==> src/rtl/epce_pkg.sv <==
`timescale 1ns / 1ps
`default_nettype none

package epce_pkg;

   // Default sizes for the top-level parameters.
   localparam int POOL_BYTES_DEFAULT = 512;
   localparam int MAX_CREDIT_DEFAULT = 4096;

   // Fixed sizes of the cipher stage.
   localparam int KEY_BYTES   = 32;
   localparam int BLOCK_BYTES = 64;
   localparam int DROUNDS     = 10;

   // Item opcodes.
   localparam logic [1:0] OP_MIX     = 2'd0;
   localparam logic [1:0] OP_EXTRACT = 2'd1;
   localparam logic [1:0] OP_DEBIT   = 2'd2;

   // ChaCha constant words ("expand 32-byte k").
   localparam logic [31:0] SIGMA0 = 32'h61707865;
   localparam logic [31:0] SIGMA1 = 32'h3320646e;
   localparam logic [31:0] SIGMA2 = 32'h79622d32;
   localparam logic [31:0] SIGMA3 = 32'h6b206574;

   typedef enum logic [2:0] {
      CORE_IDLE,
      CORE_ROUND,
      CORE_DIAG,
      CORE_UNDIAG,
      CORE_EMIT
   } core_state_type;

   // Request from the pool logic to the cipher core.
   typedef struct packed {
      logic       start;
      logic [6:0] len;
   } core_ctl_type;

   // Keystream bytes coming back from the cipher core.
   typedef struct packed {
      logic       byte_valid;
      logic       byte_last;
      logic [7:0] data;
   } core_sts_type;

   // Initial state word: constants, key words, then zero counter and nonce.
   function automatic logic [31:0] init_word(input logic [3:0] idx,
                                             input logic [255:0] key);
      logic [2:0]  kw;
      logic [31:0] w;
      kw = 3'(idx - 4'd4);
      case (idx)
         4'd0: w = SIGMA0;
         4'd1: w = SIGMA1;
         4'd2: w = SIGMA2;
         4'd3: w = SIGMA3;
         4'd4, 4'd5, 4'd6, 4'd7, 4'd8, 4'd9, 4'd10, 4'd11: w = key[32*kw +: 32];
         default: w = 32'd0;
      endcase
      return w;
   endfunction

endpackage

`default_nettype wire

==> src/rtl/epce_core.sv <==
`timescale 1ns / 1ps
`default_nettype none

module epce_core
   import epce_pkg::*;
(
   input  wire logic         clock,
   input  wire logic         reset,
   input  wire logic [255:0] key,
   input  wire core_ctl_type ctl,
   output core_sts_type      sts
);

   core_state_type state_ff, state_in;

   logic [31:0] w_ff [16];
   logic [31:0] w_in [16];
   logic [31:0] upd  [16];
   logic [1:0]  step_ff, step_in;
   logic [1:0]  qr_ff, qr_in;
   logic        half_ff, half_in;
   logic [3:0]  dround_ff, dround_in;
   logic [5:0]  k_ff, k_in;
   logic [6:0]  len_ff, len_in;

   logic [31:0] p, q, r, x, t, y;
   logic [31:0] sum;
   logic        last_byte;

   // Shared add, xor and rotate unit working on column zero.
   always_comb begin
      p = step_ff[0] ? w_ff[8]  : w_ff[0];
      q = step_ff[0] ? w_ff[12] : w_ff[4];
      r = step_ff[0] ? w_ff[4]  : w_ff[12];
      x = p + q;
      t = r ^ x;
      case (step_ff)
         2'd0:    y = {t[15:0], t[31:16]};
         2'd1:    y = {t[19:0], t[31:20]};
         2'd2:    y = {t[23:0], t[31:24]};
         default: y = {t[24:0], t[31:25]};
      endcase
   end

   // Feed-forward add for the word now at the head of the state.
   assign sum = w_ff[0] + init_word(k_ff[5:2], key);
   assign last_byte = ({1'b0, k_ff} == 7'(len_ff - 7'd1));

   // Next state.
   always_comb begin
      state_in = state_ff;
      case (state_ff)
         CORE_IDLE: begin
            if (ctl.start) state_in = CORE_ROUND;
         end
         CORE_ROUND: begin
            if (step_ff == 2'd3 && qr_ff == 2'd3) begin
               state_in = half_ff ? CORE_UNDIAG : CORE_DIAG;
            end
         end
         CORE_DIAG: state_in = CORE_ROUND;
         CORE_UNDIAG: begin
            if (dround_ff == 4'(DROUNDS - 1)) state_in = CORE_EMIT;
            else state_in = CORE_ROUND;
         end
         CORE_EMIT: begin
            if (last_byte) state_in = CORE_IDLE;
         end
         default: state_in = CORE_IDLE;
      endcase
   end

   // Outputs toward the pool logic.
   always_comb begin
      sts.byte_valid = (state_ff == CORE_EMIT);
      sts.byte_last  = last_byte;
      case (k_ff[1:0])
         2'd0:    sts.data = sum[7:0];
         2'd1:    sts.data = sum[15:8];
         2'd2:    sts.data = sum[23:16];
         default: sts.data = sum[31:24];
      endcase
   end

   // Working state and counters.
   always_comb begin
      for (int i = 0; i < 16; i++) begin
         w_in[i] = w_ff[i];
         upd[i]  = w_ff[i];
      end
      step_in   = step_ff;
      qr_in     = qr_ff;
      half_in   = half_ff;
      dround_in = dround_ff;
      k_in      = k_ff;
      len_in    = len_ff;
      if (step_ff[0]) begin
         upd[8] = x;
         upd[4] = y;
      end else begin
         upd[0]  = x;
         upd[12] = y;
      end
      case (state_ff)
         CORE_IDLE: begin
            if (ctl.start) begin
               for (int i = 0; i < 16; i++) w_in[i] = init_word(4'(i), key);
               step_in   = 2'd0;
               qr_in     = 2'd0;
               half_in   = 1'b0;
               dround_in = 4'd0;
               len_in    = ctl.len;
            end
         end
         CORE_ROUND: begin
            // After the last step of a quarter round, the next column moves in.
            if (step_ff == 2'd3) begin
               for (int rr = 0; rr < 4; rr++) begin
                  for (int c = 0; c < 4; c++) begin
                     w_in[4*rr + c] = upd[4*rr + ((c + 1) % 4)];
                  end
               end
               qr_in = qr_ff + 2'd1;
               if (qr_ff == 2'd3) half_in = ~half_ff;
            end else begin
               for (int i = 0; i < 16; i++) w_in[i] = upd[i];
            end
            step_in = step_ff + 2'd1;
         end
         CORE_DIAG: begin
            // Line the diagonals up as columns.
            for (int rr = 0; rr < 4; rr++) begin
               for (int c = 0; c < 4; c++) begin
                  w_in[4*rr + c] = w_ff[4*rr + ((c + rr) % 4)];
               end
            end
         end
         CORE_UNDIAG: begin
            for (int rr = 0; rr < 4; rr++) begin
               for (int c = 0; c < 4; c++) begin
                  w_in[4*rr + c] = w_ff[4*rr + ((c - rr + 4) % 4)];
               end
            end
            dround_in = dround_ff + 4'd1;
            k_in      = 6'd0;
         end
         CORE_EMIT: begin
            // Shift one word forward after its fourth byte.
            if (k_ff[1:0] == 2'd3) begin
               for (int i = 0; i < 15; i++) w_in[i] = w_ff[i + 1];
            end
            k_in = k_ff + 6'd1;
         end
         default: begin
         end
      endcase
   end

   always_ff @(posedge clock) begin
      if (reset) begin
         state_ff <= CORE_IDLE;
      end else begin
         state_ff <= state_in;
      end
      for (int i = 0; i < 16; i++) w_ff[i] <= w_in[i];
      step_ff   <= step_in;
      qr_ff     <= qr_in;
      half_ff   <= half_in;
      dround_ff <= dround_in;
      k_ff      <= k_in;
      len_ff    <= len_in;
   end

endmodule

`default_nettype wire

==> src/rtl/entropy_pool_chacha_extractor_top.sv <==
`timescale 1ns / 1ps
`default_nettype none

// Channel   Ports                                   Handshake
// input     req_opcode .. req_out_len               start high while busy low
// result    rsp_out_byte .. rsp_entropy_count       rsp_valid, one cycle each
//
// Mix, debit and refused or empty extract items give one result in the next
// cycle and a new item can be taken every cycle. A granted extract runs the
// cipher core one add-xor-rotate step a cycle: 320 steps plus 20 row shuffles,
// then one result per requested byte, all with busy high. Reset clears
// the pool key bytes, write position and count at once. Results cannot stall.
module entropy_pool_chacha_extractor_top
   import epce_pkg::*;
#(
   parameter int POOL_BYTES = POOL_BYTES_DEFAULT,
   parameter int MAX_CREDIT = MAX_CREDIT_DEFAULT
) (
   input  wire logic        clock,
   input  wire logic        reset,
   input  wire logic        start,
   output logic             busy,
   input  wire logic [1:0]  req_opcode,
   input  wire logic [7:0]  req_data_byte,
   input  wire logic        req_byte_present,
   input  wire logic        req_last,
   input  wire logic [12:0] req_amount_bits,
   input  wire logic [6:0]  req_out_len,
   output logic             rsp_valid,
   output logic [7:0]       rsp_out_byte,
   output logic             rsp_granted,
   output logic             rsp_end_of_run,
   output logic [12:0]      rsp_entropy_count
);

   localparam int IW  = $clog2(POOL_BYTES);
   localparam int CL  = $clog2(MAX_CREDIT + 1);
   localparam int CW  = (CL > 13) ? CL : 13;

   // Only the first key-sized part of the pool ever feeds the cipher.
   logic [7:0]    key_ff [KEY_BYTES];
   logic [7:0]    key_in [KEY_BYTES];
   logic [255:0]  key_vec;
   logic [IW-1:0] widx_ff, widx_in;
   logic [CW-1:0] count_ff, count_in;
   logic          busy_ff, busy_in;

   logic          rsp_valid_ff, rsp_valid_in;
   logic [7:0]    rsp_byte_ff, rsp_byte_in;
   logic          rsp_granted_ff, rsp_granted_in;
   logic          rsp_end_ff, rsp_end_in;
   logic [12:0]   rsp_count_ff, rsp_count_in;

   logic          accept;
   logic [CW-1:0] amount;
   logic [CW:0]   credit_sum;
   logic [CW-1:0] need;
   logic          key_hit;
   core_ctl_type  ctl;
   core_sts_type  sts;

   assign accept = start && !busy_ff;
   assign amount = CW'(req_amount_bits);
   assign need   = CW'({req_out_len, 3'b000});
   assign credit_sum = {1'b0, count_ff} + {1'b0, amount};
   assign key_hit = ({1'b0, widx_ff} < (IW + 1)'(KEY_BYTES));

   always_comb begin
      for (int n = 0; n < KEY_BYTES; n++) key_vec[8*n +: 8] = key_ff[n];
   end

   // Item decode, pool and credit updates.
   always_comb begin
      for (int n = 0; n < KEY_BYTES; n++) key_in[n] = key_ff[n];
      widx_in        = widx_ff;
      count_in       = count_ff;
      busy_in        = busy_ff;
      ctl.start      = 1'b0;
      ctl.len        = req_out_len;
      rsp_valid_in   = 1'b0;
      rsp_byte_in    = 8'd0;
      rsp_granted_in = 1'b1;
      rsp_end_in     = 1'b1;
      rsp_count_in   = count_ff[12:0];
      if (accept) begin
         rsp_valid_in = 1'b1;
         case (req_opcode)
            OP_MIX: begin
               if (req_byte_present) begin
                  if (key_hit) begin
                     key_in[widx_ff[4:0]] = key_ff[widx_ff[4:0]] ^ req_data_byte;
                  end
                  if (widx_ff == IW'(POOL_BYTES - 1)) widx_in = '0;
                  else widx_in = widx_ff + IW'(1);
               end
               if (req_last) begin
                  if (credit_sum > (CW + 1)'(MAX_CREDIT)) count_in = CW'(MAX_CREDIT);
                  else count_in = credit_sum[CW-1:0];
               end
            end
            OP_DEBIT: begin
               count_in = (count_ff > amount) ? count_ff - amount : '0;
            end
            OP_EXTRACT: begin
               if (req_out_len == 7'd0) begin
                  rsp_granted_in = 1'b1;
               end else if (req_out_len > 7'(BLOCK_BYTES) || count_ff < need) begin
                  rsp_granted_in = 1'b0;
               end else begin
                  // Granted: the results come from the cipher core later.
                  count_in     = count_ff - need;
                  busy_in      = 1'b1;
                  ctl.start    = 1'b1;
                  rsp_valid_in = 1'b0;
               end
            end
            default: rsp_granted_in = 1'b0;
         endcase
         rsp_count_in = count_in[12:0];
      end else if (sts.byte_valid) begin
         rsp_valid_in = 1'b1;
         rsp_byte_in  = sts.data;
         rsp_end_in   = sts.byte_last;
         if (sts.byte_last) busy_in = 1'b0;
      end
   end

   epce_core u_core (
      .clock (clock),
      .reset (reset),
      .key   (key_vec),
      .ctl   (ctl),
      .sts   (sts)
   );

   always_ff @(posedge clock) begin
      if (reset) begin
         for (int n = 0; n < KEY_BYTES; n++) key_ff[n] <= 8'd0;
         widx_ff      <= '0;
         count_ff     <= '0;
         busy_ff      <= 1'b0;
         rsp_valid_ff <= 1'b0;
      end else begin
         for (int n = 0; n < KEY_BYTES; n++) key_ff[n] <= key_in[n];
         widx_ff      <= widx_in;
         count_ff     <= count_in;
         busy_ff      <= busy_in;
         rsp_valid_ff <= rsp_valid_in;
      end
      rsp_byte_ff    <= rsp_byte_in;
      rsp_granted_ff <= rsp_granted_in;
      rsp_end_ff     <= rsp_end_in;
      rsp_count_ff   <= rsp_count_in;
   end

   assign busy              = busy_ff;
   assign rsp_valid         = rsp_valid_ff;
   assign rsp_out_byte      = rsp_byte_ff;
   assign rsp_granted       = rsp_granted_ff;
   assign rsp_end_of_run    = rsp_end_ff;
   assign rsp_entropy_count = rsp_count_ff;

endmodule

`default_nettype wire

==> config.mk <==
export PLATFORM = sky130hd
export DESIGN_NAME = entropy_pool_chacha_extractor_top
export DESIGN_NICKNAME = d
export VERILOG_FILES = /design/src/rtl/epce_pkg.sv /design/src/rtl/epce_core.sv /design/src/rtl/entropy_pool_chacha_extractor_top.sv
export SDC_FILE = /design/constraint.sdc
export NUM_CORES = 2
export LEC_CHECK = 0
export ABC_AREA = 0
export BUFFER_PORTS_ARGS = -buffer_cell sky130_fd_sc_hd__buf_2
export CELL_PAD_IN_SITES_DETAIL_PLACEMENT = 1
export CELL_PAD_IN_SITES_GLOBAL_PLACEMENT = 2
export CORE_AREA = 2 2 398 281
export CTS_CLUSTER_DIAMETER = 150
export DETAILED_ROUTE_END_ITERATION = 10
export DIE_AREA = 0 0 400 283
export PLACE_DENSITY_LB_ADDON = 0.1
export SLEW_MARGIN = 20
export SYNTH_ARGS = -nofsm -noshare
export SYNTH_HDL_FRONTEND = slang
export SYNTH_SLANG_ARGS = --single-unit
==> constraint.sdc <==
create_clock -name clock -period 31.5 [get_ports clock]
set_clock_uncertainty 0.2 [all_clocks]
set_input_delay 1.575 -clock clock [delete_from_list [all_inputs] [get_ports clock]]
set_output_delay 1.575 -clock clock [all_outputs]
set_load 0.005 [all_outputs]
==> results.toml <==
[synthesis]
synth_commonest_cells = "534 x edfxtp_1, 447 x nand2_1, 381 x nor2_1, 367 x a21oi_1, 336 x o21ai_0"
yosysWarningCount = 0
synth_edf_count = 534
yosysSeqAreaShare_pct = 44.5
ys_top_cells_by_area = "edfxtp_1 32%, dfxtp_1 12%, mux4_2 6.1%"
synth.most_common_cell = "edfxtp_1"
synth_cells = 4904
async_flop_share_pct = 0
syn_area_um2 = 50100
ys_seq_elements = 845
avgSynthCellArea_um2 = 10.2
ys.flop_type = "edfxtp_1"
yosysTopAreaCell = "edfxtp_1"
synth.top_cell.area_share_pct = 32.0
synth_fp_nets = 5056
synthDistinctLibCells = 115

[power]
p_sw_share_pct = 27.3
sequentialPowerShare_pct = 45.9
pwr_density_cell_nw_per_um2 = 48.7
clkPwrFrac_pct = 44.0
ir_worst_vdd_mv = 0.0431
pwr-share-comb_pct = 10.1
p_leak_nw = 20.2
p_total_mw = 2.66
internal-power_mw = 1.93
p_sw_mw = 0.727

[floorplanning]
core_um2 = 110000
row_count = 102
ios = 60
die_height_um = 283
initial_core_util_pct = 45.6
die-area_um2 = 113000
dieWidth_um = 400

[final_layout]
final_cells = 6293
syn_to_final_growth_pct = 9.23
drive_gt1_share_pct = 12.8
final_nets = 4905
fillers = 11900

[sta]
min_period_ns = 6.70
worstMarginPinSlew_ns = 1.39
slew_headroom_pct = 6.97
setup_viol = 0
finalMaxSlewViolations = 0
rsz0062_at_grt = "no"
hold_viol = 0
hold_slack_ns = 0.313
finalCritPeriodShare_pct = 21.3
fin_tns_setup_ns = 0
fmax_ghz = 0.149

[global_route]
grt_antenna_before_repair = 19
grtUsageTotal_pct = 39.7
grt_overflow = 0
grt_pass1_wl_mm = 323
grt_max_degree = 167
grt_pass1_vias = 42300

[worst_setup_path]
cp_slowest_cell = "xnor2_1"
cp.buffers_inverters = 3
cp_data_arrival_time_ns = 6.96
r2r-end = "u_core.w_ff[0][226]$_DFFE_PP_"
crit_type = "reg -> reg"
crit_chain = "buf_4 -> buf_4 -> buf_4 -> nor2b_1 -> a21o_1 -> ha_1 -> nand4_1 -> nor4_2 -> nand3_1 -> a21oi_1 -> o2111ai_1 -> nor3b_2 -> xnor2_1 -> a21oi_1 -> o22a_1"
cpPeakStageDelay_ns = 1.09
reg2reg_from = "u_core.step_ff[0]$_SDFFCE_PN0P_"
rrSetupSlack_ns = 24.80
crit_family = "buffers and inverters"
cpMostUsedCell = "buf_4"
end_kind = "flip-flop"
setup.worst_path.start = "u_core.step_ff[0]$_SDFFCE_PN0P_"
reg2reg_depth = 15
critPathRequiredTime_ns = 31.76
cp_max_fo = 56
cp-start-kind = "flip-flop"

[routing]
route.detailed.drc = 3
detail-route-antenna-nets = 0
drt_first_iter_violations = 7408
vias_per_cell = 7.07
detail_route.first_pass.iterations = 11
drt-total-wl_mm = 230
vias = 44500
wire_per_inst_um = 36.5

[cts]
hold_buffers = 0
cts_sinks = 845
h-tree-depth = 3
clockBufferDepth = 3
clk_latency_ns = 0.72
clk_pin_slew_ns = 0.07
postCtsResizedCells = 0
clock-root-buffer = "clkbuf_16"
cts_tree = "yes"
cts_buffers = 92
post-cts-setup-buffers = 0

[run_status]
status = "finished, violations left"
violations = "DRC"

[place]
dp.cells = 6115
place_congestion = 1.04
portBuffers = 59
dp_hpwl_mm = 165

[run]
drv_cap = 0

[min_path]
holdPathEnd = "key_ff[31][2]$_SDFFE_PP0P_"
min_path_cells = 2
hold_class = "reg -> reg"
min_from = "key_ff[31][2]$_SDFFE_PP0P_"
[power groups by stage]
stage               combinational [mW]  sequential (mW)  clock [mW]
finish                           0.269             1.22        1.17
global route                     0.278             1.22        1.22
CTS                              0.256             1.22        1.18
detailed placement               0.255             1.24           0
global placement                 0.252             1.24           0
floorplan                        0.159             1.23           0
[cell usage in the layout (no fill, tap or decap), types with 26 or more instances in the layout]
cell	n
xnor2_1	68
clkbuf_16	95
nor2b_1	32
xor2_1	44
o21a_1	77
buf_2	58
nor2_1	363
a22oi_1	32
buf_4	96
nand3_1	36
a22o_1	97
a21o_1	55
mux2_2	65
dfxtp_1	306
and2_1	51
edfxtp_1	534
a221oi_1	69
a221o_1	35
o22ai_1	76
ha_1	111
o21ai_0	334
nor3_1	32
nand2b_1	28
a211oi_1	37
a21oi_1	367
inv_1	250
o211ai_1	26
a222oi_1	168
nand2_1	442
mux2i_1	236
mux4_2	136
[worst max path at each step]
stage	end	cells after the start
6_report	u_core.w_ff[0][226]$_DFFE_PP_	15
3_3_place_gp	u_core.w_ff[0][180]$_DFFE_PP_	14
2_1_floorplan	u_core.w_ff[0][160]$_DFFE_PP_	13
4_1_cts	rsp_out_byte[4]$_SDFF_PP0_	15
3_5_place_dp	u_core.w_ff[0][212]$_DFFE_PP_	14
5_1_grt	u_core.w_ff[1][133]$_SDFFCE_PP0P_	13
[flip-flops by register name, summed over array words and instances (netlist names), 2 cells and up, named ones only]
register	flops
u_core.qr_ff	2
u_core.w_ff	512
u_core.k_ff	6
u_core.len_ff	7
u_core.dround_ff	4
rsp_entropy_count	13
rsp_out_byte	8
widx_ff	9
key_ff	256
count_ff	13
u_core.step_ff	2
u_core.state_ff	3
[layout make-up]
type                            instances  area, um^2  area share (%)
Timing Repair Buffer                  158        1090            1.99
Inverter                              253         950            1.74
Clock buffer                          119        2530            4.62
Clock inverter                         54         641            1.17
Sequential cell                       845       22300            40.7
Antenna cell                            5        12.5          0.0229
Tap cell                             1456        1820            3.33
Multi-Input combinational cell       3403       25400            46.4
[through the flow]
stage          instance area (um^2)  utilization [%]  worst slack [ns]
6_report                      54700             49.8             24.80
5_1_grt                       54700             49.8             24.57
4_1_cts                       54600             49.8             25.16
3_5_place_dp                  51500             46.9             24.81
3_3_place_gp                  51500             46.9             24.86
2_1_floorplan                 50100                -             18.70
[layer usage]
layer  share of wire [%]  GRT usage (%)
met1                  41           57.2
met2                  40           53.6
met3                  14           13.9
met4                 5.1           16.3
met5               0.040              0
[worst reg2reg max path, stage by stage (launching register included)]
cell and delay, ns:
edfxtp_1 0.36, buf_4 0.46, buf_4 0.67, buf_4 0.70, nor2b_1 0.33, a21o_1 0.27
ha_1 0.50, nand4_1 0.22, nor4_2 0.41, nand3_1 0.13, a21oi_1 0.25, o2111ai_1 0.14
nor3b_2 0.23, xnor2_1 1.09, a21oi_1 0.26, o22a_1 0.24
[logic make-up after synthesis]
family | Yosys count | share of synthesized area, %
compound gates | 1581 | 22.0
mux | 437 | 12.3
fa+ha+maj | 117 | 3.00
simple gates | 1128 | 9.98
buf+inv | 656 | 5.33
flops | 845 | 44.5
xor+xnor | 140 | 2.92
No activity file was read; power rests on OpenSTA's default activity.
